$ cat config.mk
export PLATFORM = sky130hd
export DESIGN_NAME = audio_frame_to_s16_stereo_resampler
export DESIGN_NICKNAME = d
export VERILOG_FILES = /design/src/rtl/afr_pkg.sv /design/src/rtl/afr_div.sv /design/src/rtl/audio_frame_to_s16_stereo_resampler.sv
export SDC_FILE = /design/constraint.sdc
export NUM_CORES = 1
export LEC_CHECK = 0
export BUFFER_PORTS_ARGS = -buffer_cell sky130_fd_sc_hd__buf_2
export CAP_MARGIN = 20
export CELL_PAD_IN_SITES_DETAIL_PLACEMENT = 0
export CELL_PAD_IN_SITES_GLOBAL_PLACEMENT = 1
export CORE_UTILIZATION = 40
export DETAILED_ROUTE_END_ITERATION = 7
export PLACE_DENSITY = 0.74
export SETUP_SLACK_MARGIN = 0.2
export SYNTH_ARGS = -nofsm -noshare
export SYNTH_HDL_FRONTEND = slang
export SYNTH_SLANG_ARGS = --single-unit
$ cat constraint.sdc
create_clock -name clk -period 22.3 [get_ports clk]
set_clock_uncertainty 0.1 [all_clocks]
set_input_delay 4.46 -clock clk [delete_from_list [all_inputs] [get_ports clk]]
set_output_delay 4.46 -clock clk [all_outputs]
set_load 0.05 [all_outputs]
$ cat src/rtl/afr_pkg.sv
package afr_pkg;

    localparam int unsigned OUTPUT_RATE = 44100;
    localparam int unsigned MAX_OUT     = 6;
    localparam int unsigned RATE_W      = 18;
    localparam int unsigned NUM_W       = 19;

    typedef enum logic [1:0] {
        FMT_PCM16   = 2'd0,
        FMT_FLOAT32 = 2'd1,
        FMT_NONE2   = 2'd2,
        FMT_NONE3   = 2'd3
    } fmt_t;

    typedef enum logic [1:0] {
        REG_IN_FORMAT   = 2'd0,
        REG_IN_RATE     = 2'd1,
        REG_IN_CHANNELS = 2'd2,
        REG_NONE        = 2'd3
    } reg_idx_t;

    typedef struct packed {
        logic [31:0] chan0_word;
        logic [31:0] chan1_word;
        logic        silent;
        logic        packet_end;
    } src_item_t;

    typedef struct packed {
        logic signed [15:0] left_out;
        logic signed [15:0] right_out;
        logic               last_of_run;
    } res_item_t;

    // Single precision product with 32767, rounded to nearest even,
    // truncated toward zero and saturated to 16 bits.
    function automatic logic signed [15:0] float_to_s16(input logic [31:0] b);
        logic        sgn;
        logic [7:0]  ex;
        logic [23:0] man;
        logic [38:0] prod;
        logic [23:0] q;
        logic        guard;
        logic        sticky;
        logic        lsb;
        logic [24:0] qr;
        logic [7:0]  sh;
        logic [16:0] ip;
        logic [24:0] shifted;
        logic signed [15:0] res;
        sgn  = b[31];
        ex   = b[30:23];
        man  = {1'b1, b[22:0]};
        prod = {man, 15'd0} - {15'd0, man};
        if (prod[38])
        begin
            q      = prod[38:15];
            guard  = prod[14];
            sticky = |prod[13:0];
            lsb    = prod[15];
            sh     = 8'd135 - ex;
        end
        else
        begin
            q      = prod[37:14];
            guard  = prod[13];
            sticky = |prod[12:0];
            lsb    = prod[14];
            sh     = 8'd136 - ex;
        end
        qr = {1'b0, q} + {24'd0, guard & (sticky | lsb)};
        shifted = qr >> sh[4:0];
        if (sh >= 8'd25)
            ip = 17'd0;
        else
            ip = shifted[16:0];
        if (ex == 8'd255 && b[22:0] != 23'd0)
            res = 16'sd0;
        else if (ex >= 8'd128)
            res = sgn ? -16'sd32768 : 16'sd32767;
        else if (ex == 8'd0)
            res = 16'sd0;
        else if (!sgn)
            res = (ip >= 17'd32767) ? 16'sd32767 : $signed(ip[15:0]);
        else
            res = (ip >= 17'd32768) ? -16'sd32768 : $signed(16'd0 - ip[15:0]);
        return res;
    endfunction

    function automatic logic signed [15:0] pcm_scaled(input logic [31:0] w);
        logic signed [15:0] s;
        logic signed [15:0] res;
        s = $signed(w[15:0]);
        if (s > 16'sd0)
            res = s - 16'sd1;
        else if (s < 16'sd0)
            res = s + 16'sd1;
        else
            res = 16'sd0;
        return res;
    endfunction

endpackage

$ cat src/rtl/afr_div.sv
module afr_div (
    input  logic                              clk,
    input  logic                              rst_n,
    input  logic                              start,
    input  logic [afr_pkg::NUM_W-1:0]         dividend,
    input  logic [afr_pkg::RATE_W-1:0]        divisor,
    output logic                              done,
    output logic [afr_pkg::NUM_W-1:0]         quotient,
    output logic [afr_pkg::RATE_W-1:0]        remainder
);

    localparam int unsigned CNT_W = $clog2(afr_pkg::NUM_W + 1);

    logic [afr_pkg::NUM_W-1:0]  num_reg, num_next;
    logic [afr_pkg::RATE_W-1:0] rem_reg, rem_next;
    logic [afr_pkg::NUM_W-1:0]  quo_reg, quo_next;
    logic [CNT_W-1:0]           cnt_reg, cnt_next;
    logic                       busy_reg, busy_next;
    logic                       done_reg, done_next;
    logic [afr_pkg::RATE_W:0]   trial;
    logic                       fits;

    // One quotient bit per cycle, restoring form.
    assign trial = {rem_reg, num_reg[afr_pkg::NUM_W-1]};
    assign fits  = trial >= {1'b0, divisor};

    always_comb
    begin
        num_next  = num_reg;
        rem_next  = rem_reg;
        quo_next  = quo_reg;
        cnt_next  = cnt_reg;
        busy_next = busy_reg;
        done_next = 1'b0;
        if (start)
        begin
            num_next  = dividend;
            rem_next  = '0;
            quo_next  = '0;
            cnt_next  = CNT_W'(afr_pkg::NUM_W);
            busy_next = 1'b1;
        end
        else if (busy_reg)
        begin
            num_next = {num_reg[afr_pkg::NUM_W-2:0], 1'b0};
            rem_next = fits ? afr_pkg::RATE_W'(trial - {1'b0, divisor})
                            : trial[afr_pkg::RATE_W-1:0];
            quo_next = {quo_reg[afr_pkg::NUM_W-2:0], fits};
            cnt_next = cnt_reg - 1'b1;
            if (cnt_reg == CNT_W'(1))
            begin
                busy_next = 1'b0;
                done_next = 1'b1;
            end
        end
    end

    always_ff @(posedge clk or negedge rst_n)
    begin
        if (!rst_n)
        begin
            busy_reg <= 1'b0;
            done_reg <= 1'b0;
            cnt_reg  <= '0;
        end
        else
        begin
            busy_reg <= busy_next;
            done_reg <= done_next;
            cnt_reg  <= cnt_next;
        end
    end

    always_ff @(posedge clk)
    begin
        num_reg <= num_next;
        rem_reg <= rem_next;
        quo_reg <= quo_next;
    end

    assign done      = done_reg;
    assign quotient  = quo_reg;
    assign remainder = rem_reg;

endmodule

$ cat src/rtl/audio_frame_to_s16_stereo_resampler.sv
// Converts one input audio frame per transfer into zero to six 16-bit stereo
// frames at 44100 Hz. Float32 samples are scaled by 32767 with single
// precision rounding, truncated and saturated (NaN gives zero); PCM16 samples
// pass raw at 44100 Hz with one or two channels and are pulled one step toward
// zero otherwise. When the input rate differs from 44100 Hz a phase
// accumulator, restarted at each packet end, decides how many copies of the
// frame are sent; a silent frame is sent once as zeros. One frame at a time
// is processed: the two channels are converted one after the other through
// one shared converter, and when the rate differs and a frame may be due a
// bit-serial divider follows, one quotient bit per cycle. Output frames then
// leave one per cycle while the output side keeps up, and the block returns
// to its idle state, in which the next input transfer is taken. The last
// result stays in the output register while the next input transfer is
// already taken.
module audio_frame_to_s16_stereo_resampler (
    input  logic                  clk,
    input  logic                  rst_n,
    input  logic                  src_valid,
    output logic                  src_stall,
    input  afr_pkg::src_item_t    src_data,
    output logic                  res_valid,
    input  logic                  res_stall,
    output afr_pkg::res_item_t    res_data,
    input  logic                  cfg_we,
    input  logic [1:0]            cfg_index,
    input  logic [17:0]           cfg_wdata
);

    typedef enum logic [3:0] {
        ST_IDLE = 4'b0001,
        ST_CONV = 4'b0010,
        ST_DIV  = 4'b0100,
        ST_EMIT = 4'b1000
    } state_t;

    localparam logic [afr_pkg::RATE_W-1:0] ORATE = afr_pkg::RATE_W'(afr_pkg::OUTPUT_RATE);

    state_t                     state_reg, state_next;
    afr_pkg::fmt_t              fmt_reg;
    logic [afr_pkg::RATE_W-1:0] rate_reg;
    logic [3:0]                 chan_reg;
    logic [afr_pkg::RATE_W-1:0] acc_reg, acc_next;
    afr_pkg::src_item_t         item_reg;
    logic                       sel_reg, sel_next;
    logic signed [15:0]         left_reg, left_next;
    logic signed [15:0]         right_reg, right_next;
    logic [2:0]                 cnt_reg, cnt_next;
    logic                       res_valid_reg, res_valid_next;
    afr_pkg::res_item_t         res_data_reg, res_data_next;

    logic [afr_pkg::RATE_W-1:0] rate_eff;
    logic                       mono;
    logic                       matched;
    logic                       raw_pcm;
    logic [31:0]                word;
    logic signed [15:0]         conv;
    logic [afr_pkg::RATE_W:0]   acc_plus_rate;
    logic                       div_start;
    logic [afr_pkg::NUM_W-1:0]  div_num;
    logic                       div_done;
    logic [afr_pkg::NUM_W-1:0]  div_quo;
    logic [afr_pkg::RATE_W-1:0] div_rem;
    logic                       load_out;

    assign rate_eff = (rate_reg == '0) ? ORATE : rate_reg;
    assign mono     = (chan_reg == 4'd1);
    assign matched  = (rate_eff == ORATE);
    // Zero channels counts as two, so mono or stereo is zero, one or two here.
    assign raw_pcm  = matched && (chan_reg <= 4'd2);
    assign acc_plus_rate = {1'b0, acc_reg} + {1'b0, rate_eff};

    always_comb
    begin
        word = sel_reg ? item_reg.chan1_word : item_reg.chan0_word;
        case (fmt_reg)
            afr_pkg::FMT_FLOAT32: conv = afr_pkg::float_to_s16(word);
            afr_pkg::FMT_PCM16:   conv = raw_pcm ? $signed(word[15:0])
                                                 : afr_pkg::pcm_scaled(word);
            default:              conv = 16'sd0;
        endcase
        if (item_reg.silent)
            conv = 16'sd0;
    end

    assign load_out = !res_valid_reg || !res_stall;

    always_comb
    begin
        state_next     = state_reg;
        acc_next       = acc_reg;
        sel_next       = sel_reg;
        left_next      = left_reg;
        right_next     = right_reg;
        cnt_next       = cnt_reg;
        res_valid_next = res_valid_reg;
        res_data_next  = res_data_reg;
        div_start      = 1'b0;
        div_num        = '0;

        if (res_valid_reg && !res_stall)
            res_valid_next = 1'b0;

        case (state_reg)
            ST_IDLE:
            begin
                sel_next = 1'b0;
                if (src_valid)
                    state_next = ST_CONV;
            end
            ST_CONV:
            begin
                sel_next = 1'b1;
                if (!sel_reg)
                    left_next = conv;
                else
                begin
                    right_next = mono ? left_reg : conv;
                    if (item_reg.silent || matched)
                    begin
                        cnt_next   = 3'd1;
                        state_next = ST_EMIT;
                        if (item_reg.packet_end)
                            acc_next = '0;
                    end
                    else if (item_reg.packet_end)
                    begin
                        acc_next = '0;
                        if (acc_plus_rate <= {1'b0, ORATE})
                        begin
                            // Floor division of what is left of the output period.
                            div_num    = afr_pkg::NUM_W'(ORATE - acc_reg);
                            div_start  = 1'b1;
                            state_next = ST_DIV;
                        end
                        else
                            state_next = ST_IDLE;
                    end
                    else if (acc_reg < ORATE)
                    begin
                        // Ceiling division: add the divisor less one first.
                        div_num    = afr_pkg::NUM_W'(ORATE - acc_reg)
                                   + afr_pkg::NUM_W'(rate_eff) - 1'b1;
                        div_start  = 1'b1;
                        state_next = ST_DIV;
                    end
                    else
                    begin
                        acc_next   = acc_reg - ORATE;
                        state_next = ST_IDLE;
                    end
                end
            end
            ST_DIV:
            begin
                if (div_done)
                begin
                    // The new phase is how far the last copy overshoots the period.
                    if (!item_reg.packet_end)
                        acc_next = rate_eff - 1'b1 - div_rem;
                    if (div_quo >= afr_pkg::NUM_W'(afr_pkg::MAX_OUT))
                        cnt_next = 3'(afr_pkg::MAX_OUT);
                    else
                        cnt_next = div_quo[2:0];
                    state_next = (div_quo == '0) ? ST_IDLE : ST_EMIT;
                end
            end
            ST_EMIT:
            begin
                if (load_out)
                begin
                    res_valid_next            = 1'b1;
                    res_data_next.left_out    = left_reg;
                    res_data_next.right_out   = right_reg;
                    res_data_next.last_of_run = (cnt_reg == 3'd1);
                    cnt_next                  = cnt_reg - 1'b1;
                    if (cnt_reg == 3'd1)
                        state_next = ST_IDLE;
                end
            end
            default:
            begin
                state_next = ST_IDLE;
            end
        endcase
    end

    afr_div u_div (
        .clk       (clk),
        .rst_n     (rst_n),
        .start     (div_start),
        .dividend  (div_num),
        .divisor   (rate_eff),
        .done      (div_done),
        .quotient  (div_quo),
        .remainder (div_rem)
    );

    always_ff @(posedge clk or negedge rst_n)
    begin
        if (!rst_n)
        begin
            state_reg     <= ST_IDLE;
            fmt_reg       <= afr_pkg::FMT_PCM16;
            rate_reg      <= ORATE;
            chan_reg      <= 4'd2;
            acc_reg       <= '0;
            sel_reg       <= 1'b0;
            cnt_reg       <= '0;
            res_valid_reg <= 1'b0;
        end
        else
        begin
            state_reg     <= state_next;
            acc_reg       <= acc_next;
            sel_reg       <= sel_next;
            cnt_reg       <= cnt_next;
            res_valid_reg <= res_valid_next;
            if (cfg_we)
            begin
                case (afr_pkg::reg_idx_t'(cfg_index))
                    afr_pkg::REG_IN_FORMAT:   fmt_reg  <= afr_pkg::fmt_t'(cfg_wdata[1:0]);
                    afr_pkg::REG_IN_RATE:     rate_reg <= cfg_wdata;
                    afr_pkg::REG_IN_CHANNELS: chan_reg <= cfg_wdata[3:0];
                    default:                  ;
                endcase
            end
        end
    end

    always_ff @(posedge clk)
    begin
        if (state_reg == ST_IDLE && src_valid)
            item_reg <= src_data;
        left_reg     <= left_next;
        right_reg    <= right_next;
        res_data_reg <= res_data_next;
    end

    assign src_stall = (state_reg != ST_IDLE);
    assign res_valid = res_valid_reg;
    assign res_data  = res_data_reg;

endmodule

==> metrics.md <==
| Metric | Value |
|---|---|
| Post-CTS setup buffer count | 0 |
| YS warnings | 0 |
| Synth top cells by count | nor2_1, o21ai_0, nand2_1, inv_1, edfxtp_1 |
| I/O pins | 126 |
| Synth top area cells | edfxtp_1, ha_1, dfrtp_1 |
| Worst Path Max Fanout | 43 |
| Number of global-route vias before repair | 17800 |
| Global-route wire length before repair | 103 mm |
| Gpl congestion | 0.961 |
| Post-CTS sizing | 0 |
| Num CTS Buffers | 30 |
| Hold_buf cts | 0 |
| Max Fclk | 0.101 GHz |
| Top_reg_cell synth | edfxtp_1 |
| Filler cells | 4676 |
| Largest net degree at the start of global routing | 59 |
| CP Data Arrival Time | 10.13 ns |
| Max-Cap Viols | 0 |
| Grt ovf | 0 |
| GRT Total Usage | 0.265 |
| Worst Hold Launch | right_reg[12] |
| Row cnt | 80 |
| P_leak | 8.81 nW |
| Min-delay worst type | reg2reg |
| Largest register FFs | 66 |
| CTS tree | done |
| Worst Setup End Kind | flop |
| FF+latch area | 6710 um^2 |
| Clock transition at the registers of the reported paths | 0.08 ns |
| Die width | 224 um |
| Initial antenna violation count | 3 |
| Post-Synthesis Cells | 2243 |
| Initial Utilization | 0.408 |
| Detailed Route WL | 67.2 mm |
| Htree depth | 1 |
| Routed len/inst | 22.2 um |
| Area of the die | 50100 um^2 |
| PD cells | 158 nW/um^2 |
| Hold endpoint | res_data[13] |
| Total negative slack | 0 ns |
| Count leader, synth | nor2_1 |
| Startpoint class of the critical path | flop |
| Tcrit/Tclk final | 0.443 |
| Final ANT Viol Nets | 0 |
| Worst-margin pin slew | 1.15 ns |
| Syn_nets | 2453 |
| Synth top area share | 0.229 |
| Share of flip-flops with an asynchronous set or reset | 0.237 |
| Kind of critical path | reg2reg |
| Area of the core | 48100 um^2 |
| Worst hold stages | 0 |
| Area grow syn2layout | 12.8% |
| RSZ-0062 raised after global routing | no |
| Buffers on Ports | 125 |
| Drt initial violations | 1558 |
| Worst-Skew Late Latency | 0.61 ns |
| Clock Root Buffer | clkbuf_16 |
| Mapped cell area | 19700 um^2 |
| Mean Syn Cell Area | 8.77 um^2 |
| Drt drc | 0 |
| Layout cells sized above 1 | 0.147 |
| Via count | 18100 |
| Reg-to-Reg Start | sel_reg |
| Final HPWL DP | 51.9 mm |
| Clk sinks | 245 |
| Register-to-register setup slack | 12.43 ns |
| Reg2reg end | right_reg[10] |
| R2r worst-path depth | 27 |
| WP data required | 22.55 ns |
| Slew Limit Fails | 0 |
| Post-synth cell types | 116 |
| NumNets Final | 2554 |
| First-pass DRT Iterations | 5 |
| Rel. slew slack | 0.231 |
| Hold Fails Final Rpt | 0 |
| Setup violators final | 0 |
| Drt via density | 5.97 |
| Multi-input gate area | 12000 um^2 |
| Outcome | finished, final reports clean |
| Clock buffer depth | 3 |
| Final core utilization | 0.461 |
| Sequential share of the synthesized area | 0.341 |
| Min Clock Period, post-route | 9.87 ns |
| Cell accounting for the most synthesized area | edfxtp_1 |
| Seq cells post-synth | 245 |
| Worst VDD drop | 0.0767 mV |
| Die Height | 224 um |
| Number of enable flip-flop cells after synthesis | 150 |
==> logic make-up (layout without fill, tap and decap cells) <==
| group | after synthesis | count (layout) | share of synthesized area |
|---|---|---|---|
| buf+inv | 246 | 371 | 0.0501 |
| fa+ha+maj | 119 | 119 | 0.0772 |
| compound gates | 675 | 675 | 0.231 |
| simple gates | 753 | 753 | 0.198 |
| xor+xnor | 99 | 99 | 0.0452 |
| flops | 245 | 245 | 0.341 |
| mux | 106 | 106 | 0.0575 |
| other cells | 0 | 1 | 0 |
==> how the worst max path moves through the flow <==
stage	cells past startpoint	from	end
2_1_floorplan	35	sel_reg	right_reg[8]
3_3_place_gp	26	sel_reg	right_reg[8]
3_5_place_dp	26	sel_reg	right_reg[8]
4_1_cts	26	sel_reg	right_reg[8]
5_1_grt	27	sel_reg	right_reg[12]
6_report	27	sel_reg	right_reg[10]
==> cell type report <==
cell class	count	share of cell area
Multi-Input combinational cell	1752	0.542
Clock inverter	25	0.0159
Antenna cell	1	0.000113
Timing Repair Buffer	162	0.0425
Tap cell	656	0.0370
Sequential cell	245	0.303
Clock buffer	31	0.0340
Inverter	153	0.0259
==> through the flow <==
stage	setup WS (ns)	cells	hold slack, ns	cell area (um^2)	total power, W
6_report	12.43	3025	0.322	22200	0.00350
4_1_cts	12.57	3022	0.329	22100	0.00348
2_1_floorplan	13.41	2243	0.300	19700	0.00233
3_3_place_gp	13.00	2966	0.302	21000	0.00289
3_5_place_dp	12.62	2966	0.312	21000	0.00291
5_1_grt	11.83	3025	0.332	22200	0.00376
==> metal layers <==
| layer | part of all wire | vias to the layer above | global-route usage | wire length (um) |
|---|---|---|---|---|
| met3 | 0.045 | 152 | 0.0274 | 3000 |
| met1 | 0.41 | 8727 | 0.321 | 27600 |
| li1 | - | 8613 | - | - |
| met5 | 0.00034 | - | 0 | 23 |
| met4 | 0.042 | 4 | 0.110 | 2810 |
| met2 | 0.50 | 576 | 0.475 | 33700 |
==> report_power, final <==
group          internal (W)  leakage, nW  switching (W)
sequential         0.000607         2.40       0.000111
combinational      0.000841         5.87        0.00139
clock              0.000331        0.537       0.000217
==> worst max-delay path, stage by stage (launching register included) <==
cell and delay [ns]:
dfrtp_4 0.82, buf_4 0.55, mux2i_1 0.48, ha_1 0.42, a21o_1 0.29, a221oi_1 0.67
a21oi_1 0.36, or3_4 0.61, a211oi_1 0.31, ha_1 0.28, inv_1 0.11, a2111oi_2 0.52
and3_1 0.36, nand3_1 0.23, o31a_1 0.36, or2_0 0.22, a221o_1 0.44, nand2_1 0.10
o211ai_1 0.19, a21oi_2 0.41, ha_1 0.25, inv_1 0.09, a2111oi_4 0.45, nand3_1 0.17
xnor2_1 0.16, nand2_1 0.07, a31o_1 0.25, mux2_2 0.27
==> cell usage in the layout, fill, tap and decap left out, drive strengths merged, types with 22 or more instances in the layout <==
cell type and n:
and3 29, nand2 162, o22ai 26, mux2i 56, a211oi 37, nor2 205
clkbuf 31, a21boi 23, ha 115, inv 155, o21ai 192, buf 162
or2 26, mux2 50, a21o 38, edfxtp 150, dfxtp 37, nor3 83
a21oi 138, nand3 58, and2 22, nor4 35, nand4 27, xnor2 82
dfrtp 50
(Power assumes the default switching activity.)
